File: src/hdl/jacobi_linear_solver_assert.svh
// ----------------------------------------------------------------------------
// Jacobi linear solver assertion macros
// Concurrent checks that disappear when SYNTH is defined.
// ----------------------------------------------------------------------------
`ifndef JACOBI_LINEAR_SOLVER_ASSERT_SVH
`define JACOBI_LINEAR_SOLVER_ASSERT_SVH
`ifndef SYNTH
`define JLS_ASSERT_IMPLY(lbl, clk, rst_n, ante, cons) \
    lbl: assert property (@(posedge clk) disable iff (!(rst_n)) (ante) |-> (cons)) \
        else $error("jacobi solver check failed");
`define JLS_ASSERT_NEXT(lbl, clk, rst_n, ante, cons) \
    lbl: assert property (@(posedge clk) disable iff (!(rst_n)) (ante) |=> (cons)) \
        else $error("jacobi solver check failed");
`else
`define JLS_ASSERT_IMPLY(lbl, clk, rst_n, ante, cons)
`define JLS_ASSERT_NEXT(lbl, clk, rst_n, ante, cons)
`endif
`endif

File: src/hdl/jls_pkg.sv
// ----------------------------------------------------------------------------
// Jacobi linear solver package
// Sizes, codes and the controller to datapath command and status types.
// ----------------------------------------------------------------------------
package jls_pkg;

    localparam int MAX_UNKNOWNS = 16;
    localparam int VALUE_BITS   = 32;

    localparam int IDX_W      = $clog2(MAX_UNKNOWNS);
    localparam int CNT_W      = $clog2(MAX_UNKNOWNS + 1);
    localparam int COEF_DEPTH = MAX_UNKNOWNS * MAX_UNKNOWNS;
    localparam int COEF_AW    = $clog2(COEF_DEPTH);
    localparam int EST_AW     = IDX_W + 1;

    localparam int CMD_W      = 2;
    localparam int ROW_W      = 6;
    localparam int DATA_W     = 32;
    localparam int ITER_W     = 16;
    localparam int STAT_W     = 2;
    localparam int UC_W       = 7;
    localparam int EB_W       = 31;
    localparam int CFG_IDX_W  = 2;
    localparam int CFG_DATA_W = 32;

    localparam int MUL_W  = (VALUE_BITS + 1 > 33) ? VALUE_BITS + 1 : 33;
    localparam int PROD_W = 2 * MUL_W;
    localparam int ACC_W  = 62;
    localparam int QUO_W  = VALUE_BITS + 1;
    localparam int DEN_W  = 32;
    localparam int DOM_W  = 32 + CNT_W;
    localparam int STEP_W = $clog2(QUO_W);

    localparam logic signed [63:0] VAL_MAX = (64'sd1 <<< (VALUE_BITS - 1)) - 64'sd1;
    localparam logic signed [63:0] VAL_MIN = -VAL_MAX - 64'sd1;

    localparam logic [CFG_IDX_W-1:0] CFG_UNKNOWN_COUNT   = 2'd0;
    localparam logic [CFG_IDX_W-1:0] CFG_ERROR_BOUND     = 2'd1;
    localparam logic [CFG_IDX_W-1:0] CFG_ITERATION_LIMIT = 2'd2;

    typedef enum logic [CMD_W-1:0] {
        CMD_LOAD_COEF  = 2'd0,
        CMD_LOAD_CONST = 2'd1,
        CMD_LOAD_GUESS = 2'd2,
        CMD_START      = 2'd3
    } t_command;

    typedef enum logic [STAT_W-1:0] {
        ST_CONVERGED    = 2'd0,
        ST_NOT_DOMINANT = 2'd1,
        ST_LIMIT        = 2'd2
    } t_status;

    typedef enum logic [3:0] {
        OP_NONE,
        OP_DOM_CLR,
        OP_DOM_ACC,
        OP_SWEEP_INIT,
        OP_ROW_LOAD,
        OP_MUL,
        OP_ACC_SUB,
        OP_DIV_INIT,
        OP_DIV_STEP,
        OP_DIV_END,
        OP_MUL_CONV,
        OP_CONV_CHK,
        OP_SWEEP_END,
        OP_OUT_LOAD,
        OP_OUT_ERR
    } t_op;

    typedef struct packed {
        t_op               op;
        logic [IDX_W-1:0]  row;
        logic [IDX_W-1:0]  col;
        logic              is_diag;
        logic [ITER_W-1:0] iters;
        t_status           status;
        logic              last;
    } t_cmd;

    typedef struct packed {
        logic dom_less;
        logic dom_more;
        logic sweep_done;
    } t_stat;

endpackage

File: src/hdl/jls_controller.sv
// ----------------------------------------------------------------------------
// Jacobi linear solver controller
// Configuration registers and the sequencer for dominance check, sweeps
// and result emission.
// ----------------------------------------------------------------------------
`include "jacobi_linear_solver_assert.svh"

module jls_controller import jls_pkg::*; (
    input  logic                  i_clk,
    input  logic                  i_rst_n,
    input  logic                  i_cfg_valid,
    input  logic [CFG_IDX_W-1:0]  i_cfg_index,
    input  logic [CFG_DATA_W-1:0] i_cfg_data,
    output logic                  o_cfg_ready,
    input  logic                  i_in_valid,
    input  logic [CMD_W-1:0]      i_in_command,
    output logic                  o_in_ready,
    output logic                  o_load_en,
    input  logic                  i_out_ready,
    output logic                  o_out_valid,
    output t_cmd                  o_cmd,
    input  t_stat                 i_stat,
    output logic [EB_W-1:0]       o_error_bound
);

    typedef enum logic [4:0] {
        S_IDLE, S_DOM_ROW, S_DOM_RD, S_DOM_ACC, S_DOM_CHK, S_SWEEP_INIT,
        S_ROW, S_ROW_LD, S_RD, S_MUL, S_SUB, S_DIV_INIT, S_DIV_STEP, S_DIV_END,
        S_CONV_MUL, S_CONV_CHK, S_SWEEP_END, S_EMIT_RD, S_EMIT, S_ERR
    } t_state;

    t_state              r_state;
    logic [UC_W-1:0]     r_unknown_count;
    logic [EB_W-1:0]     r_error_bound;
    logic [ITER_W-1:0]   r_iteration_limit;
    logic [CNT_W-1:0]    r_n;
    logic [CNT_W-1:0]    r_i;
    logic [CNT_W-1:0]    r_j;
    logic [STEP_W-1:0]   r_step;
    logic [ITER_W-1:0]   r_limit;
    logic [ITER_W-1:0]   r_sweeps;
    t_status             r_status;
    logic                r_strict;
    logic                r_out_valid;

    logic                accept;
    logic                out_free;
    logic                i_last;
    logic [ITER_W-1:0]   n_sweeps;
    logic                n_strict;

    assign o_cfg_ready   = 1'b1;
    assign o_in_ready    = r_state == S_IDLE;
    assign accept        = i_in_valid && o_in_ready;
    assign o_load_en     = accept && i_in_command != CMD_START;
    assign o_out_valid   = r_out_valid;
    assign o_error_bound = r_error_bound;
    assign out_free      = !r_out_valid || i_out_ready;
    assign i_last        = r_i == r_n - CNT_W'(1);
    assign n_sweeps      = r_sweeps + ITER_W'(1);
    assign n_strict      = r_strict || i_stat.dom_more;

    always_comb begin
        o_cmd         = '0;
        o_cmd.op      = OP_NONE;
        o_cmd.row     = IDX_W'(r_i);
        o_cmd.col     = IDX_W'(r_j);
        o_cmd.is_diag = r_j == r_i;
        o_cmd.iters   = r_sweeps;
        o_cmd.status  = r_status;
        o_cmd.last    = i_last;
        unique case (r_state)
            S_DOM_ROW:    o_cmd.op = OP_DOM_CLR;
            S_DOM_ACC:    o_cmd.op = OP_DOM_ACC;
            S_SWEEP_INIT: o_cmd.op = OP_SWEEP_INIT;
            S_ROW:        o_cmd.col = IDX_W'(r_i);
            S_ROW_LD:     o_cmd.op = OP_ROW_LOAD;
            S_MUL:        o_cmd.op = OP_MUL;
            S_SUB:        o_cmd.op = OP_ACC_SUB;
            S_DIV_INIT:   o_cmd.op = OP_DIV_INIT;
            S_DIV_STEP:   o_cmd.op = OP_DIV_STEP;
            S_DIV_END:    o_cmd.op = OP_DIV_END;
            S_CONV_MUL:   o_cmd.op = OP_MUL_CONV;
            S_CONV_CHK:   o_cmd.op = OP_CONV_CHK;
            S_SWEEP_END:  o_cmd.op = OP_SWEEP_END;
            S_EMIT_RD:    o_cmd.col = IDX_W'(r_i);
            S_EMIT: begin
                o_cmd.col = IDX_W'(r_i);
                o_cmd.op  = out_free ? OP_OUT_LOAD : OP_NONE;
            end
            S_ERR:        o_cmd.op = out_free ? OP_OUT_ERR : OP_NONE;
            default: begin
            end
        endcase
    end

    always_ff @(posedge i_clk) begin
        if (!i_rst_n) begin
            r_state           <= S_IDLE;
            r_unknown_count   <= UC_W'(1);
            r_error_bound     <= '0;
            r_iteration_limit <= '1;
            r_n               <= CNT_W'(1);
            r_i               <= '0;
            r_j               <= '0;
            r_step            <= '0;
            r_limit           <= ITER_W'(1);
            r_sweeps          <= '0;
            r_status          <= ST_CONVERGED;
            r_strict          <= 1'b0;
            r_out_valid       <= 1'b0;
        end else begin
            if (i_cfg_valid) begin
                unique case (i_cfg_index)
                    CFG_UNKNOWN_COUNT:   r_unknown_count   <= i_cfg_data[UC_W-1:0];
                    CFG_ERROR_BOUND:     r_error_bound     <= i_cfg_data[EB_W-1:0];
                    CFG_ITERATION_LIMIT: r_iteration_limit <= i_cfg_data[ITER_W-1:0];
                    default: begin
                    end
                endcase
            end
            if (i_out_ready) begin
                r_out_valid <= 1'b0;
            end
            unique case (r_state)
                S_IDLE: begin
                    if (accept && i_in_command == CMD_START) begin
                        if (r_unknown_count == '0) begin
                            r_n <= CNT_W'(1);
                        end else if (r_unknown_count > UC_W'(MAX_UNKNOWNS)) begin
                            r_n <= CNT_W'(MAX_UNKNOWNS);
                        end else begin
                            r_n <= CNT_W'(r_unknown_count);
                        end
                        r_limit  <= (r_iteration_limit == '0) ? ITER_W'(1) : r_iteration_limit;
                        r_sweeps <= '0;
                        r_i      <= '0;
                        r_strict <= 1'b0;
                        r_state  <= S_DOM_ROW;
                    end
                end
                S_DOM_ROW: begin
                    r_j     <= '0;
                    r_state <= S_DOM_RD;
                end
                S_DOM_RD: begin
                    r_state <= (r_j == r_n) ? S_DOM_CHK : S_DOM_ACC;
                end
                S_DOM_ACC: begin
                    r_j     <= r_j + CNT_W'(1);
                    r_state <= S_DOM_RD;
                end
                S_DOM_CHK: begin
                    r_strict <= n_strict;
                    if (i_stat.dom_less) begin
                        r_state <= S_ERR;
                    end else if (i_last) begin
                        r_state <= n_strict ? S_SWEEP_INIT : S_ERR;
                    end else begin
                        r_i     <= r_i + CNT_W'(1);
                        r_state <= S_DOM_ROW;
                    end
                end
                S_SWEEP_INIT: begin
                    r_i     <= '0;
                    r_state <= S_ROW;
                end
                S_ROW: begin
                    r_j     <= '0;
                    r_state <= S_ROW_LD;
                end
                S_ROW_LD: begin
                    r_state <= S_RD;
                end
                S_RD: begin
                    if (r_j == r_n) begin
                        r_state <= S_DIV_INIT;
                    end else if (r_j == r_i) begin
                        r_j <= r_j + CNT_W'(1);
                    end else begin
                        r_state <= S_MUL;
                    end
                end
                S_MUL: begin
                    r_state <= S_SUB;
                end
                S_SUB: begin
                    r_j     <= r_j + CNT_W'(1);
                    r_state <= S_RD;
                end
                S_DIV_INIT: begin
                    r_step  <= '0;
                    r_state <= S_DIV_STEP;
                end
                S_DIV_STEP: begin
                    r_step <= r_step + STEP_W'(1);
                    if (r_step == STEP_W'(QUO_W - 1)) begin
                        r_state <= S_DIV_END;
                    end
                end
                S_DIV_END: begin
                    r_state <= S_CONV_MUL;
                end
                S_CONV_MUL: begin
                    r_state <= S_CONV_CHK;
                end
                S_CONV_CHK: begin
                    if (i_last) begin
                        r_state <= S_SWEEP_END;
                    end else begin
                        r_i     <= r_i + CNT_W'(1);
                        r_state <= S_ROW;
                    end
                end
                S_SWEEP_END: begin
                    r_sweeps <= n_sweeps;
                    r_i      <= '0;
                    if (i_stat.sweep_done) begin
                        r_status <= ST_CONVERGED;
                        r_state  <= S_EMIT_RD;
                    end else if (n_sweeps >= r_limit) begin
                        r_status <= ST_LIMIT;
                        r_state  <= S_EMIT_RD;
                    end else begin
                        r_state <= S_ROW;
                    end
                end
                S_EMIT_RD: begin
                    r_state <= S_EMIT;
                end
                S_EMIT: begin
                    if (out_free) begin
                        r_out_valid <= 1'b1;
                        if (i_last) begin
                            r_state <= S_IDLE;
                        end else begin
                            r_i     <= r_i + CNT_W'(1);
                            r_state <= S_EMIT_RD;
                        end
                    end
                end
                S_ERR: begin
                    r_sweeps <= '0;
                    if (out_free) begin
                        r_out_valid <= 1'b1;
                        r_state     <= S_IDLE;
                    end
                end
                default: begin
                    r_state <= S_IDLE;
                end
            endcase
        end
    end

    `JLS_ASSERT_NEXT(a_start_blocks_input, i_clk, i_rst_n,
        accept && i_in_command == CMD_START, !o_in_ready)
    `JLS_ASSERT_IMPLY(a_load_only_when_free, i_clk, i_rst_n,
        o_cmd.op == OP_OUT_LOAD || o_cmd.op == OP_OUT_ERR, out_free)
    `JLS_ASSERT_IMPLY(a_sweeps_within_limit, i_clk, i_rst_n,
        1'b1, r_sweeps <= r_limit)

endmodule
File: config.mk
export PLATFORM = sky130hd
export DESIGN_NAME = jls_controller
export DESIGN_NICKNAME = d
export VERILOG_FILES = /design/src/hdl/jls_pkg.sv /design/src/hdl/jls_controller.sv
export VERILOG_INCLUDE_DIRS = /design/src /design/src/hdl
export SDC_FILE = /design/constraint.sdc
export NUM_CORES = 1
export LEC_CHECK = 0
export BUFFER_PORTS_ARGS = -buffer_cell sky130_fd_sc_hd__buf_2
export CAP_MARGIN = 20
export CORE_ASPECT_RATIO = 0.7
export CORE_MARGIN = 5
export CORE_UTILIZATION = 30
export CTS_BUF_LIST = sky130_fd_sc_hd__clkbuf_16
export CTS_CLUSTER_DIAMETER = 100
export DETAILED_ROUTE_END_ITERATION = 6
export GPL_ROUTABILITY_DRIVEN = 0
export PLACE_DENSITY = 0.44
export SLEW_MARGIN = 10
export SYNTH_ARGS = -nofsm -noshare
export SYNTH_HDL_FRONTEND = slang
export SYNTH_SLANG_ARGS = --single-unit
File: constraint.sdc
create_clock -name i_clk -period 6 [get_ports i_clk]
set_input_delay 0.3 -clock i_clk [delete_from_list [all_inputs] [get_ports i_clk]]
set_output_delay 0.3 -clock i_clk [all_outputs]
set_load 0.02 [all_outputs]
==> reports/metrics.yaml <==
run:
  max_cap_violations: 0
sta:
  worst_slew_pin_slew_ns: 0.936
  fmax_mhz: 280
  relSlewSlack_pct: 37.6
  fin_crit_ns: 3.58
  fin_crit_sh_pct: 59.6
  hold_viol_final: 0
  rsz0062_at_grt: "false"
  fin_tns_setup_ns: 0
  setup_viol_count_final: 0
  slew_violations: 0
  finalClockSkew_ns: 0.0150
final_layout:
  fin_nets: 921
  syn2layout_area_growth_pct: 21.0
  drive_gt1_share_pct: 18.7
  fin_cells: 1138
  multiInputGateArea_um2: 3410
  design_area_um2: 7300
  antenna_cells: 0
  register_area_um2: 2300
  fillers: 2135
route:
  via_count: 5441
  viasPerCell: 4.78
  drtIter0Drc: 417
  drc_errors: 0
  wl_per_cell_um: 15.0
  ant_nets: 0
  dr.pass1.iters: 5
  drt-total-wl_mm: 17.0
yosys:
  syn-num-nets: 840
  synth_cell_types: 61
  yosys_warnings: 0
  synth-seq-cells: 115
  synth-main-ff-cell: "dfxtp_1"
  synth_edf_count: 0
  ys_seq_area_share_pct: 38.2
  syn-cell-area_um2: 6030
  syn_avg_cell_area_um2: 7.79
  synthArstFlopShare_pct: 0
  syn_inst: 774
clock_network:
  clk_latency_ns: 0.42
  postCtsSetupRepairBufs: 0
  hold_buffers: 0
  htree_num_levels: 4
  numCtsBuffers: 17
  cts.path.max_buffers: 2
  clockRootBuffer: "clkbuf_16"
  cts_tree: "built"
  clkSlewWorstSetupHoldPaths_ns: 0.06
  clkSinkCount: 115
  ctsResizeCount: 0
die:
  die_w_um: 179
  core.rowCount: 43
  fp.dieH_um: 129
  pin_count: 111
  coreArea_um2: 19800
  start_util_pct: 30.5
  die_area_um2: 23100
worst_setup_path:
  slowest_delay_ns: 0.63
  worstPathCellList: "nand3_1, nor4_2, nand3_1, xnor2_1, ha_1, a211oi_1, o211ai_1, a211oi_1, nor3_1, a2111oi_0, a211oi_1"
  critPathCaptureType: "register"
  arrival_ns: 3.82
  path_common_cell: "a211oi_1"
  cp_num_buf_inv: 0
  slowest_stage: "nor4_2"
  crit_family: "simple AND/OR/NAND/NOR gates"
  worstPathRequired_ns: 6.25
  worstSetupPathType: "register to register"
  crit_fanout: 7
  cp-start-kind: "register"
global_route:
  grt_pass1_wl_mm: 28.0
  grt_start_max_net_pins: 85
  grt_pass1_vias: 5154
  track_usage_pct: 14.8
  antenna_found_initial: 0
  grt_remaining_overflow: 0
place:
  portBuffers: 107
  dp_hpwl_mm: 12.0
  place_inst: 1106
  placement.cell_area_um2: 6730
power:
  finalPower_mw: 2.12
  powerDensity_nw_per_um2: 290
  leakage_nw: 3.01
  ir_drop_mv: 0.181
hold_path:
  hold_class: "input pin to register"
status:
  status: "finished clean"
==> registers in the layout, indices dropped and copies added, names as in the netlist, 6 cells and up <==
signal	flops
o_error_bound	31
r_iteration_limit	16
r_limit	16
r_sweeps	16
r_unknown_count	7
r_step	6
==> layout by cell type (no fill, tap or decap), types with 7 or more instances in the layout <==
cell       instances
clkbuf_16         17
o21ai_0           29
a21oi_1           66
nor2_1            72
inv_1             22
and3_1             7
nor2b_1           10
ha_1              22
a22oi_1           18
xnor2_1           22
nand2_1          136
nor4_1             7
nand2b_1           9
inv_6              7
a211oi_1          10
dfxtp_1          115
mux2i_1            9
xor2_1            14
buf_4              8
buf_2            107
nand3_1           43
nor3_1            20
==> per-stage QoR <==
stage               hold slack (ns)  util (%)  worst slack [ns]
floorplan                     0.396         -              2.87
global placement              0.442      34.0              2.43
detailed placement            0.444      34.0              2.38
CTS                          0.0934      36.9              2.35
global route                  0.102      36.9              1.97
finish                       0.0984      36.9              2.42
==> metal layers <==
metal  track usage, %  vias to the layer above  share of wire [%]
met2             18.6                      136                 37
met5                0                        -                  0
met3             5.37                        8                6.7
li1                 -                     2860                  -
met1             23.4                     2437                 56
met4             3.13                        0               0.69
==> final cells by class <==
class	count	area share (%)
clock buffers	17	5.83
clock inverters	15	1.99
inverters	23	1.18
multi-input cells	583	46.7
flip-flops and latches	115	31.5
well taps	270	4.63
repair buffers	115	8.16
==> kinds of logic after synthesis <==
group                    after synthesis  synth area share [%]
buffers and inverters                 76                  5.33
flip-flops                           115                  38.2
XOR/XNOR                              36                  5.23
AO/OA/AOI/OAI                        163                  17.1
other                                  2                 0.125
AND/OR/NAND/NOR                      346                  27.1
multiplexers                          14                  2.43
adder cells (fa/ha/maj)               22                  4.56
==> where the power goes <==
part / internal, mW / switching [mW]
clock network: 0.581 / 0.404
logic: 0.109 / 0.197
registers: 0.793 / 0.0332
==> worst paths after layout <==
path | slack [ns] | from | cells after the start | end
worst max-delay path | 2.42 | r_sweeps[2] | 11 | r_state[0]
worst min-delay path | 0.1 | i_stat[0] | 2 | r_status[1]
worst max register to register | 2.42 | r_sweeps[2] | 11 | r_state[0]
worst min register to register | 0.45 | o_error_bound[10] | 2 | o_error_bound[10]
==> worst reg2reg max path, stage by stage (launching register included) <==
cell	delay, ns
dfxtp_1	0.45
nand3_1	0.23
nor4_2	0.63
nand3_1	0.25
xnor2_1	0.25
ha_1	0.28
a211oi_1	0.31
o211ai_1	0.14
a211oi_1	0.23
nor3_1	0.14
a2111oi_0	0.39
a211oi_1	0.13
==> synthesized netlist by cell type (all sizes together) (5+ instances only) <==
cell | number | area (µm²)
a211oi | 10 | 75.1
a21o | 5 | 37.5
a21oi | 66 | 330
a22oi | 18 | 135
and2 | 5 | 31.3
and3 | 7 | 43.8
buf | 21 | 115
clkbuf | 32 | 120
dfxtp | 115 | 2300
ha | 22 | 275
inv | 23 | 86.3
mux2 | 5 | 56.3
mux2i | 9 | 90.1
nand2 | 136 | 510
nand2b | 9 | 56.3
nand3 | 43 | 215
nand3b | 6 | 45.0
nand4 | 5 | 31.3
nor2 | 72 | 270
nor2b | 10 | 62.6
nor3 | 21 | 116
nor3b | 6 | 45.0
nor4 | 8 | 56.3
o211ai | 7 | 57.6
o21ai | 29 | 145
xnor2 | 22 | 193
xor2 | 14 | 123
Note: power is estimated with default switching activity, not from simulation.
